**src/rtl/grc_pkg.sv**
```systemverilog
// ----------------------------------------------------------------------------
// grc_pkg
// Shared widths, codes and types for the column raycaster and its divider.
// ----------------------------------------------------------------------------
package grc_pkg;

   // divider operand widths: |offset| << 14 over |ray|, or height << 10 over distance
   localparam int DIV_NUM_W = 40;
   localparam int DIV_DEN_W = 26;

   // ray components, Q2.14 kept wide
   localparam int RAY_W   = 26;
   // camera value, Q14, signed
   localparam int CAM_W   = 23;
   // shared multiplier operands and product
   localparam int MUL_A_W = 27;
   localparam int MUL_B_W = 17;
   localparam int MUL_P_W = 44;
   // side distance products along the walk
   localparam int ACC_W   = 48;
   // signed map cell index during the walk
   localparam int CELL_W  = 10;

   localparam logic CMD_WRITE = 1'b0;
   localparam logic CMD_CAST  = 1'b1;

   localparam logic [2:0] CSR_POS_X   = 3'd0;
   localparam logic [2:0] CSR_POS_Y   = 3'd1;
   localparam logic [2:0] CSR_DIR_X   = 3'd2;
   localparam logic [2:0] CSR_DIR_Y   = 3'd3;
   localparam logic [2:0] CSR_PLANE_X = 3'd4;
   localparam logic [2:0] CSR_PLANE_Y = 3'd5;

   localparam logic [15:0] DIST_MAX = 16'hFFFF;

   typedef logic [DIV_NUM_W-1:0] div_num_type;
   typedef logic [DIV_DEN_W-1:0] div_den_type;

endpackage

```
**src/rtl/grid_raycast_column.sv**
```systemverilog
// ----------------------------------------------------------------------------
// grid_raycast_column
// Column raycaster over a square one-bit wall map, grid walk by DDA.
// ----------------------------------------------------------------------------
// Usage: req_ words carry a command. A write command sets or clears one map
// cell as it is taken and gives no rsp_ word. A cast command traces the ray
// of one screen column from the player registers and gives one rsp_ word with
// hit side, hit cell, perpendicular distance and clamped wall span.
// csr_ writes load the player position, direction and camera plane; they are
// always taken and must only be issued while no cast is in flight.
// A cast runs the sequencer steps, two passes of the shared divider
// (distance, wall height) and a step and a map read for each visited cell.
// A zero ray on the hit axis or a zero distance skips one divider pass.
// One cast is worked at a time; req_stall stays high until its word is in
// the output register. A waiting rsp_ word does not block the next request.
// After reset the map is swept clear at one cell per cycle, all MAP_SIDE
// squared cells, with req_stall held high; csr_ writes are taken meanwhile.
// While rsp_stall is high a waiting rsp_ word holds and a finished cast waits.
// ----------------------------------------------------------------------------
module grid_raycast_column #(
   parameter int SCREEN_WIDTH  = 640,
   parameter int SCREEN_HEIGHT = 480,
   parameter int MAP_SIDE      = 32
) (
   input  logic        clock,
   input  logic        reset,
   input  logic        req_valid,
   output logic        req_stall,
   input  logic        req_command,
   input  logic [4:0]  req_cell_x,
   input  logic [4:0]  req_cell_y,
   input  logic        req_cell_wall,
   input  logic [9:0]  req_screen_column,
   output logic        rsp_valid,
   input  logic        rsp_stall,
   output logic [9:0]  rsp_out_column,
   output logic [8:0]  rsp_span_start,
   output logic [8:0]  rsp_span_end,
   output logic        rsp_hit_side,
   output logic [4:0]  rsp_hit_cell_x,
   output logic [4:0]  rsp_hit_cell_y,
   output logic [15:0] rsp_wall_distance,
   input  logic        csr_valid,
   output logic        csr_ready,
   input  logic [2:0]  csr_index,
   input  logic [15:0] csr_data
);
   import grc_pkg::*;

   localparam int DEPTH    = MAP_SIDE * MAP_SIDE;
   localparam int AW       = $clog2(DEPTH);
   localparam int MAX_WALK = 4 * (MAP_SIDE + 32) + 8;
   localparam int WALK_W   = $clog2(MAX_WALK + 1);
   localparam logic [23:0] H_HALF = 24'(SCREEN_HEIGHT / 2);
   localparam logic [23:0] H_FULL = 24'(SCREEN_HEIGHT);
   // ceil(2^37 / width): column * this >> 22 is exact for 10-bit columns
   localparam logic [33:0] CAM_RECIP =
      34'(((64'd1 << 37) + 64'(SCREEN_WIDTH) - 64'd1) / 64'(SCREEN_WIDTH));

   localparam logic [3:0] ST_CLEAR = 4'd0;
   localparam logic [3:0] ST_IDLE  = 4'd1;
   localparam logic [3:0] ST_CAM   = 4'd2;
   localparam logic [3:0] ST_RAYX  = 4'd3;
   localparam logic [3:0] ST_RAYY  = 4'd4;
   localparam logic [3:0] ST_INIT  = 4'd5;
   localparam logic [3:0] ST_AX    = 4'd6;
   localparam logic [3:0] ST_AY    = 4'd7;
   localparam logic [3:0] ST_PROD  = 4'd8;
   localparam logic [3:0] ST_STEP  = 4'd9;
   localparam logic [3:0] ST_CHECK = 4'd10;
   localparam logic [3:0] ST_DIST  = 4'd11;
   localparam logic [3:0] ST_DWAIT = 4'd12;
   localparam logic [3:0] ST_LINE  = 4'd13;
   localparam logic [3:0] ST_LWAIT = 4'd14;
   localparam logic [3:0] ST_OUT   = 4'd15;

   logic [3:0] state_ff, state_in;

   // configuration
   logic [14:0]        pos_x_ff, pos_y_ff;
   logic signed [15:0] dir_x_ff, dir_y_ff, plane_x_ff, plane_y_ff;

   // working registers
   logic [9:0]                col_ff;
   logic signed [CAM_W-1:0]   cam_ff;
   logic signed [MUL_P_W-1:0] mul_ff;
   logic signed [RAY_W-1:0]   rx_ff;
   logic [RAY_W-1:0]          arx_ff, ary_ff;
   logic                      sx_neg_ff, sy_neg_ff;
   logic [10:0]               fx_ff, fy_ff;
   logic [ACC_W-1:0]          ax_ff, ay_ff;
   logic signed [CELL_W-1:0]  mx_ff, my_ff;
   logic                      side_ff;
   logic [WALK_W-1:0]         walk_ff;
   logic                      oob_ff;
   logic                      rd_ff;
   logic [15:0]               dist_ff;
   logic [8:0]                start_ff, end_ff;
   logic [AW-1:0]             clr_ff;

   // output register
   logic        rsp_valid_ff;
   logic [9:0]  out_col_ff;
   logic [8:0]  out_start_ff, out_end_ff;
   logic        out_side_ff;
   logic [4:0]  out_cx_ff, out_cy_ff;
   logic [15:0] out_dist_ff;

   logic mem [DEPTH];

   logic req_take, out_free, out_load;

   // divider hookup
   logic        div_start, div_done;
   div_num_type div_numer, div_q;
   div_den_type div_denom;

   // multiplier
   logic signed [MUL_A_W-1:0] mul_a;
   logic signed [MUL_B_W-1:0] mul_b;
   logic signed [MUL_P_W-1:0] mul_p;
   logic [43:0]               cam_prod;

   logic signed [RAY_W-1:0]  ray_sum;
   logic signed [15:0]       dir_sel;
   logic [RAY_W-1:0]         ray_mag;

   logic                     take_x;
   logic signed [CELL_W-1:0] cell_step_x, cell_step_y;
   logic signed [CELL_W-1:0] mx_nx, my_nx;
   logic                     in_map;
   logic [AW-1:0]            rd_addr;

   logic                     mem_we;
   logic [AW-1:0]            mem_waddr;
   logic                     mem_wdata;

   logic signed [CELL_W-1:0] face_cell;
   logic [14:0]              face_pos;
   logic                     face_neg;
   logic signed [20:0]       face_off;
   logic [20:0]              face_mag;
   logic [RAY_W-1:0]         den_sel;
   logic [23:0]              half_line, span_lo, span_hi;

   grc_div u_div (
      .clock    (clock),
      .reset    (reset),
      .start    (div_start),
      .numer    (div_numer),
      .denom    (div_denom),
      .done     (div_done),
      .quotient (div_q)
   );

   assign req_take  = req_valid && (state_ff == ST_IDLE);
   assign req_stall = state_ff != ST_IDLE;
   assign csr_ready = 1'b1;
   assign out_free  = !rsp_valid_ff || !rsp_stall;
   assign out_load  = (state_ff == ST_OUT) && out_free;

   // ---------------------------------------------------------------- datapath
   assign mul_p    = mul_a * mul_b;
   assign cam_prod = 44'(col_ff) * 44'(CAM_RECIP);

   always_comb begin
      dir_sel = (state_ff == ST_RAYY) ? dir_x_ff : dir_y_ff;
      ray_sum = RAY_W'(dir_sel) + $signed(mul_ff[RAY_W+13:14]);
      ray_mag = ray_sum[RAY_W-1] ? RAY_W'(-ray_sum) : RAY_W'(ray_sum);

      take_x      = ax_ff < ay_ff;
      cell_step_x = sx_neg_ff ? {CELL_W{1'b1}} : CELL_W'(1);
      cell_step_y = sy_neg_ff ? {CELL_W{1'b1}} : CELL_W'(1);
      mx_nx       = take_x ? mx_ff + cell_step_x : mx_ff;
      my_nx       = take_x ? my_ff : my_ff + cell_step_y;
      in_map      = !mx_nx[CELL_W-1] && (mx_nx < CELL_W'(MAP_SIDE))
                    && !my_nx[CELL_W-1] && (my_nx < CELL_W'(MAP_SIDE));
      rd_addr     = AW'(unsigned'(mx_nx)) * AW'(MAP_SIDE) + AW'(unsigned'(my_nx));

      face_cell = side_ff ? my_ff : mx_ff;
      face_pos  = side_ff ? pos_y_ff : pos_x_ff;
      face_neg  = side_ff ? sy_neg_ff : sx_neg_ff;
      face_off  = $signed({face_cell[CELL_W-1], face_cell, 10'b0})
                  - $signed({6'b0, face_pos}) + (face_neg ? 21'sd1024 : 21'sd0);
      face_mag  = face_off[20] ? 21'(-face_off) : 21'(face_off);
      den_sel   = side_ff ? ary_ff : arx_ff;

      half_line = {2'b0, div_q[22:1]};
      span_lo   = H_HALF - half_line;
      span_hi   = H_HALF + half_line;
   end

   always_comb begin
      mul_a = '0;
      mul_b = '0;
      case (state_ff)
         ST_RAYX: begin
            mul_a = MUL_A_W'(cam_ff);
            mul_b = MUL_B_W'(plane_x_ff);
         end
         ST_RAYY: begin
            mul_a = MUL_A_W'(cam_ff);
            mul_b = MUL_B_W'(plane_y_ff);
         end
         ST_AX: begin
            mul_a = $signed({1'b0, ary_ff});
            mul_b = $signed({6'b0, fx_ff});
         end
         ST_AY: begin
            mul_a = $signed({1'b0, arx_ff});
            mul_b = $signed({6'b0, fy_ff});
         end
         default: begin
            mul_a = '0;
            mul_b = '0;
         end
      endcase
   end

   always_comb begin
      div_start = 1'b0;
      div_numer = '0;
      div_denom = '0;
      case (state_ff)
         ST_DIST: begin
            div_start = den_sel != '0;
            div_numer = DIV_NUM_W'({face_mag, 14'b0});
            div_denom = den_sel;
         end
         ST_LINE: begin
            div_start = dist_ff != '0;
            div_numer = DIV_NUM_W'(SCREEN_HEIGHT * 1024);
            div_denom = DIV_DEN_W'(dist_ff);
         end
         default: begin
            div_start = 1'b0;
         end
      endcase
   end

   // ---------------------------------------------------------------- sequencer
   always_comb begin
      state_in = state_ff;
      case (state_ff)
         ST_CLEAR: if (clr_ff == AW'(DEPTH - 1)) state_in = ST_IDLE;
         ST_IDLE:  if (req_take && (req_command == CMD_CAST)) state_in = ST_CAM;
         ST_CAM:   state_in = ST_RAYX;
         ST_RAYX:  state_in = ST_RAYY;
         ST_RAYY:  state_in = ST_INIT;
         ST_INIT:  state_in = ST_AX;
         ST_AX:    state_in = ST_AY;
         ST_AY:    state_in = ST_PROD;
         ST_PROD:  state_in = ST_STEP;
         ST_STEP:  state_in = ST_CHECK;
         ST_CHECK: begin
            if (oob_ff || rd_ff || (walk_ff == WALK_W'(MAX_WALK))) state_in = ST_DIST;
            else state_in = ST_STEP;
         end
         ST_DIST:  state_in = (den_sel == '0) ? ST_LINE : ST_DWAIT;
         ST_DWAIT: if (div_done) state_in = ST_LINE;
         ST_LINE:  state_in = (dist_ff == '0) ? ST_OUT : ST_LWAIT;
         ST_LWAIT: if (div_done) state_in = ST_OUT;
         ST_OUT:   if (out_free) state_in = ST_IDLE;
         default:  state_in = ST_IDLE;
      endcase
   end

   always_ff @(posedge clock) begin
      if (reset) begin
         state_ff <= ST_CLEAR;
         clr_ff   <= '0;
      end else begin
         state_ff <= state_in;
         if (state_ff == ST_CLEAR) clr_ff <= clr_ff + AW'(1);
      end
   end

   // ---------------------------------------------------------------- map
   always_comb begin
      if (state_ff == ST_CLEAR) begin
         mem_we    = 1'b1;
         mem_waddr = clr_ff;
         mem_wdata = 1'b0;
      end else begin
         mem_we    = req_take && (req_command == CMD_WRITE)
                     && (req_cell_x < MAP_SIDE) && (req_cell_y < MAP_SIDE);
         mem_waddr = AW'(req_cell_x) * AW'(MAP_SIDE) + AW'(req_cell_y);
         mem_wdata = req_cell_wall;
      end
   end

   always_ff @(posedge clock) begin
      if (mem_we) mem[mem_waddr] <= mem_wdata;
      rd_ff <= mem[rd_addr];
   end

   // ---------------------------------------------------------------- config
   always_ff @(posedge clock) begin
      if (reset) begin
         pos_x_ff   <= 15'd2048;
         pos_y_ff   <= 15'd2048;
         dir_x_ff   <= -16'sd16384;
         dir_y_ff   <= 16'sd0;
         plane_x_ff <= 16'sd0;
         plane_y_ff <= 16'sd10813;
      end else if (csr_valid) begin
         case (csr_index)
            CSR_POS_X:   pos_x_ff   <= csr_data[14:0];
            CSR_POS_Y:   pos_y_ff   <= csr_data[14:0];
            CSR_DIR_X:   dir_x_ff   <= $signed(csr_data);
            CSR_DIR_Y:   dir_y_ff   <= $signed(csr_data);
            CSR_PLANE_X: plane_x_ff <= $signed(csr_data);
            CSR_PLANE_Y: plane_y_ff <= $signed(csr_data);
            default: ;
         endcase
      end
   end

   // ---------------------------------------------------------------- work
   always_ff @(posedge clock) begin
      mul_ff <= mul_p;
      case (state_ff)
         ST_IDLE: col_ff <= req_screen_column;
         ST_CAM:  cam_ff <= $signed({1'b0, cam_prod[43:22]}) - CAM_W'(16384);
         ST_RAYY: begin
            rx_ff     <= ray_sum;
            arx_ff    <= ray_mag;
            sx_neg_ff <= ray_sum[RAY_W-1];
         end
         ST_INIT: begin
            ary_ff    <= ray_mag;
            sy_neg_ff <= ray_sum[RAY_W-1];
            mx_ff     <= CELL_W'({1'b0, pos_x_ff[14:10]});
            my_ff     <= CELL_W'({1'b0, pos_y_ff[14:10]});
            fx_ff     <= rx_ff[RAY_W-1] ? {1'b0, pos_x_ff[9:0]}
                                        : 11'd1024 - {1'b0, pos_x_ff[9:0]};
            fy_ff     <= ray_sum[RAY_W-1] ? {1'b0, pos_y_ff[9:0]}
                                          : 11'd1024 - {1'b0, pos_y_ff[9:0]};
            side_ff   <= 1'b1;
            walk_ff   <= '0;
         end
         ST_AY:   ax_ff <= ACC_W'(unsigned'(mul_ff));
         ST_PROD: ay_ff <= ACC_W'(unsigned'(mul_ff));
         ST_STEP: begin
            // advance one cell along the axis with the nearer grid line
            if (take_x) ax_ff <= ax_ff + (ACC_W'(ary_ff) << 10);
            else        ay_ff <= ay_ff + (ACC_W'(arx_ff) << 10);
            mx_ff   <= mx_nx;
            my_ff   <= my_nx;
            side_ff <= !take_x;
            oob_ff  <= !in_map;
            walk_ff <= walk_ff + WALK_W'(1);
         end
         ST_DIST: if (den_sel == '0) dist_ff <= DIST_MAX;
         ST_DWAIT: begin
            if (div_done)
               dist_ff <= (div_q[DIV_NUM_W-1:16] != '0) ? DIST_MAX : div_q[15:0];
         end
         ST_LINE: begin
            if (dist_ff == '0) begin
               start_ff <= '0;
               end_ff   <= 9'(SCREEN_HEIGHT - 1);
            end
         end
         ST_LWAIT: begin
            if (div_done) begin
               start_ff <= span_lo[23] ? 9'd0 : span_lo[8:0];
               end_ff   <= (span_hi >= H_FULL) ? 9'(SCREEN_HEIGHT - 1) : span_hi[8:0];
            end
         end
         default: ;
      endcase
   end

   // ---------------------------------------------------------------- output
   always_ff @(posedge clock) begin
      if (reset) begin
         rsp_valid_ff <= 1'b0;
      end else if (out_load) begin
         rsp_valid_ff <= 1'b1;
      end else if (!rsp_stall) begin
         rsp_valid_ff <= 1'b0;
      end
   end

   always_ff @(posedge clock) begin
      if (out_load) begin
         out_col_ff   <= col_ff;
         out_start_ff <= start_ff;
         out_end_ff   <= end_ff;
         out_side_ff  <= side_ff;
         out_cx_ff    <= mx_ff[4:0];
         out_cy_ff    <= my_ff[4:0];
         out_dist_ff  <= dist_ff;
      end
   end

   assign rsp_valid         = rsp_valid_ff;
   assign rsp_out_column    = out_col_ff;
   assign rsp_span_start    = out_start_ff;
   assign rsp_span_end      = out_end_ff;
   assign rsp_hit_side      = out_side_ff;
   assign rsp_hit_cell_x    = out_cx_ff;
   assign rsp_hit_cell_y    = out_cy_ff;
   assign rsp_wall_distance = out_dist_ff;

endmodule

```
**src/rtl/grc_div.sv**
```systemverilog
// ----------------------------------------------------------------------------
// grc_div
// Restoring unsigned divider, one quotient bit per cycle.
// ----------------------------------------------------------------------------
module grc_div (
   input  logic                clock,
   input  logic                reset,
   input  logic                start,
   input  grc_pkg::div_num_type numer,
   input  grc_pkg::div_den_type denom,
   output logic                done,
   output grc_pkg::div_num_type quotient
);
   import grc_pkg::*;

   localparam int CNT_W = $clog2(DIV_NUM_W + 1);

   logic                 busy_ff;
   logic                 done_ff;
   logic [CNT_W-1:0]     cnt_ff;
   logic [DIV_DEN_W-1:0] rem_ff;
   div_num_type          quo_ff;
   div_den_type          den_ff;

   logic [DIV_DEN_W:0]   rem_sh;
   logic                 fits;
   logic [DIV_DEN_W:0]   rem_sub;

   always_comb begin
      rem_sh  = {rem_ff, quo_ff[DIV_NUM_W-1]};
      fits    = rem_sh >= {1'b0, den_ff};
      rem_sub = rem_sh - {1'b0, den_ff};
   end

   always_ff @(posedge clock) begin
      if (reset) begin
         busy_ff <= 1'b0;
         done_ff <= 1'b0;
         cnt_ff  <= '0;
      end else begin
         done_ff <= 1'b0;
         if (start) begin
            busy_ff <= 1'b1;
            cnt_ff  <= CNT_W'(DIV_NUM_W);
         end else if (busy_ff) begin
            cnt_ff <= cnt_ff - CNT_W'(1);
            if (cnt_ff == CNT_W'(1)) begin
               busy_ff <= 1'b0;
               done_ff <= 1'b1;
            end
         end
      end
   end

   always_ff @(posedge clock) begin
      if (start) begin
         rem_ff <= '0;
         quo_ff <= numer;
         den_ff <= denom;
      end else if (busy_ff) begin
         rem_ff <= fits ? rem_sub[DIV_DEN_W-1:0] : rem_sh[DIV_DEN_W-1:0];
         quo_ff <= {quo_ff[DIV_NUM_W-2:0], fits};
      end
   end

   assign done     = done_ff;
   assign quotient = quo_ff;

endmodule

```
**config.mk**
```make
export PLATFORM = sky130hd
export DESIGN_NAME = grid_raycast_column
export DESIGN_NICKNAME = d
export VERILOG_FILES = /design/src/rtl/grc_pkg.sv /design/src/rtl/grid_raycast_column.sv /design/src/rtl/grc_div.sv
export SDC_FILE = /design/constraint.sdc
export NUM_CORES = 2
export LEC_CHECK = 0
export BUFFER_PORTS_ARGS = -buffer_cell sky130_fd_sc_hd__buf_2
export CAP_MARGIN = 5
export CORE_MARGIN = 3
export CORE_UTILIZATION = 55
export DETAILED_ROUTE_END_ITERATION = 10
export PLACE_DENSITY = 0.68
export SLEW_MARGIN = 10
export SYNTH_ARGS = -nofsm -noshare
export SYNTH_HDL_FRONTEND = slang
export SYNTH_SLANG_ARGS = --single-unit
```
**constraint.sdc**
```tcl
create_clock -name clock -period 48.6 [get_ports clock]
set_input_delay 4.86 -clock clock [delete_from_list [all_inputs] [get_ports clock]]
set_output_delay 4.86 -clock clock [all_outputs]
set_load 0.01 [all_outputs]
```
==> results_dict.tcl <==
set metrics [dict create \
    core-area_sq_um 174000 \
    syn_area_sq_um 96600 \
    synth_top_area_share 0.438 \
    clk_pin_slew_worst_paths_ps 60 \
    synth.avg_cell_area_sq_um 10.6 \
    fillers 14500 \
    crit_fanout 26 \
    routed_wl_um 291000 \
    setup_tns_ps 0 \
    dieHeight_um 425 \
    top_level_ports 104 \
    dp_hpwl_um 194000 \
    drt_iter0_markers 8090 \
    grt_setup_unrepaired "no" \
    critPathMaxStageDelay_ps 940 \
    fp.dieW_um 425 \
    p_switching_mw 0.974 \
    synth_async_sr_flop_share 0 \
    powerDensity_nw_per_um2 32.9 \
    reg2reg_depth 33 \
    peakVddDrop_uv 54.6 \
    drive_above_1_share 0.0713 \
    finalCoreUtilization 0.600 \
    cts_setup_buffers 0 \
    dieArea_sq_um 181000 \
    synth_edf_count 1409 \
    status "completed" \
    slew_headroom 0.132 \
    finalCritPeriodShare 0.209 \
    critical-path-top-delay-family "adder cells" \
    cts_resized 0 \
    ys_warn_count 0 \
    grt_start_max_net_pins 289 \
    dr.pass1.iters 7 \
    grt_pass1_wl_um 436000 \
    worstSetupPathType "register to register" \
    ys_types 91 \
    p_clk_frac 0.370 \
    clock_sinks 1597 \
    setup-violations-final 0 \
    syn_to_final_growth_pct 8.18 \
    synthTopCellsByArea "edfxtp_1 (44%), fa_1 (10%), nor2_1 (6.0%)" \
    critPathArrivalTime_ps 10850 \
    internal_power_mw 2.47 \
    drc 0 \
    grt_pass1_vias 70100 \
    cts_root_buf "clkbuf_16" \
    skew_ps 36.0 \
    multi_input_area_sq_um 45800 \
    start_kind "register" \
    antenna_found_initial 14 \
    period_needed_ps 10170 \
    clockBufferDepth 3 \
    power_frac_comb 0.170 \
    endpoint_kind "register" \
    synth_seq_cells 1597 \
    seqCellArea_sq_um 46100 \
    hold_depth 0 \
    holdCritPathClass "register to register" \
    grt_usage 0.320 \
    yosysTopAreaCell "edfxtp_1" \
    required_ps 49280 \
    syn-num-nets 10100 \
    h-tree-depth 4 \
    std_cell_rows 153 \
    swShare 0.283 \
    max_cap_violations 0 \
    synth_cells 9152 \
    clk_latency_ps 830 \
    path_common_cell "fa_1" \
    numPortBuffers 102 \
    tightestPinTransition_ps 1300 \
    max_freq_ghz 0.0984 \
    leakagePower_nw 39.9 \
    numCtsBuffers 168 \
    maxSlewViolCount 0 \
    cp.depth 33 \
    seqPwrFrac 0.460 \
    vias 71200 \
    cts_hold_buf 0 \
    vias_per_cell 6.21 \
    cpMaxStageDelayCell "dfxtp_1" \
    synthFlopType "edfxtp_1" \
    start_util 0.555 \
    grt-ovfl-total 0 \
    avgRoutedWirePerCell_um 25.4 \
    cts_tree "done" \
    nets 9889 \
    ant_nets 0 \
    hold_viol_final 0 \
    yosysSeqAreaShare 0.477 \
    crit_buf_inv 6 \
    gp_congestion 0.962 \
]
[power by group through the flow]
stage | logic, mW | registers (mW) | clock network [mW]
after detailed placement | 0.584 | 1.61 | 0
after floorplan | 0.372 | 1.68 | 0
after global routing | 0.645 | 1.58 | 1.34
final | 0.585 | 1.58 | 1.27
after global placement | 0.571 | 1.61 | 0
after CTS | 0.587 | 1.58 | 1.28
[layout by cell type, fill, tap and decap left out, drive strengths merged, types with 107 or more instances in the layout]
cell,instances
buf,242
dfxtp,188
o21ai,214
nand2,1063
clkbuf,228
ha,371
xor2,116
fa,485
inv,727
o221ai,141
nand3,107
mux2i,411
xnor2,161
a21oi,375
edfxtp,1409
nor2,1546
[registers in the layout, indices dropped and copies added (netlist names), 17 cells and up]
signal          cells
arx_ff             25
ary_ff             26
ax_ff              48
ay_ff              48
cam_ff             17
mem              1024
mul_ff             44
u_div.den_ff       26
u_div.quotient     40
u_div.rem_ff       26
[layer usage]
metal  share of wire  track usage  up-vias
li1                -            -    31500
met1            0.38        0.406    35500
met2            0.47        0.526     3322
met3           0.088       0.0557      813
met4           0.061        0.171        0
met5               0            0        -
[final cells by class]
type / count / share of cell area
timing repair buffer: 242 / 0.0154
inverter: 720 / 0.0259
tap: 2325 / 0.0278
sequential: 1597 / 0.441
clock buffer: 228 / 0.0440
antenna: 14 / 0.000335
multi-input combinational: 6258 / 0.438
clock inverter: 75 / 0.00746
[metrics by stage]
step	setup slack [ps]	cells	hold slack (ps)	power, mW	instance area [sq um]
2_1_floorplan	14230	9152	400	2.05	96600
3_3_place_gp	38700	11100	403	2.18	99100
3_5_place_dp	38650	11100	405	2.19	99100
4_1_cts	38570	11400	421	3.45	104000
5_1_grt	37690	11400	424	3.57	104000
6_report	38430	11500	420	3.44	105000
[cells in the mapped netlist, types with 74 or more instances]
library cell / instances
ha_1: 371
o221ai_1: 141
a31oi_1: 102
xor2_1: 116
nor2_1: 1546
edfxtp_1: 1409
a32oi_1: 81
dfxtp_1: 188
inv_1: 718
nand2_1: 1062
mux2i_1: 411
clkbuf_1: 430
a21oi_1: 375
a22oi_1: 74
nand3_1: 106
xnor2_1: 161
o21ai_0: 199
buf_2: 98
nor3_1: 101
fa_1: 485
[cell families after synthesis]
kind of cell	after synthesis	share of synthesized area
AOI/OAI and AO/OA	1390	0.0970
and+or+nand+nor	3238	0.141
buffers and inverters	1297	0.0524
DFF	1597	0.477
adders and majority gates	856	0.149
other	2	0.0000777
muxes	495	0.0592
xor gates and xnor gates	277	0.0251
[path summary, 6_finish.rpt]
check | start | slack, ps | endpoint
setup reg to reg | state_ff[0]$_SDFFE_PP0P_ | 38430 | mul_ff[42]$_DFF_P_
hold / removal | start_ff[7]$_SDFFCE_PP0P_ | 420 | rsp_span_start[7]$_DFFE_PP_
hold reg to reg | start_ff[7]$_SDFFCE_PP0P_ | 420 | rsp_span_start[7]$_DFFE_PP_
setup / recovery | state_ff[0]$_SDFFE_PP0P_ | 38430 | mul_ff[42]$_DFF_P_
[worst register-to-register path, delay by kind of cell (launching register included)]
family | cells | cell delay [ps]
DFF | 1 | 940
adders and majority gates | 7 | 3140
xor gates and xnor gates | 1 | 150
and+or+nand+nor | 9 | 2600
AOI/OAI and AO/OA | 10 | 2400
buffers and inverters | 6 | 810
Note: power is estimated with default switching activity, not from simulation.
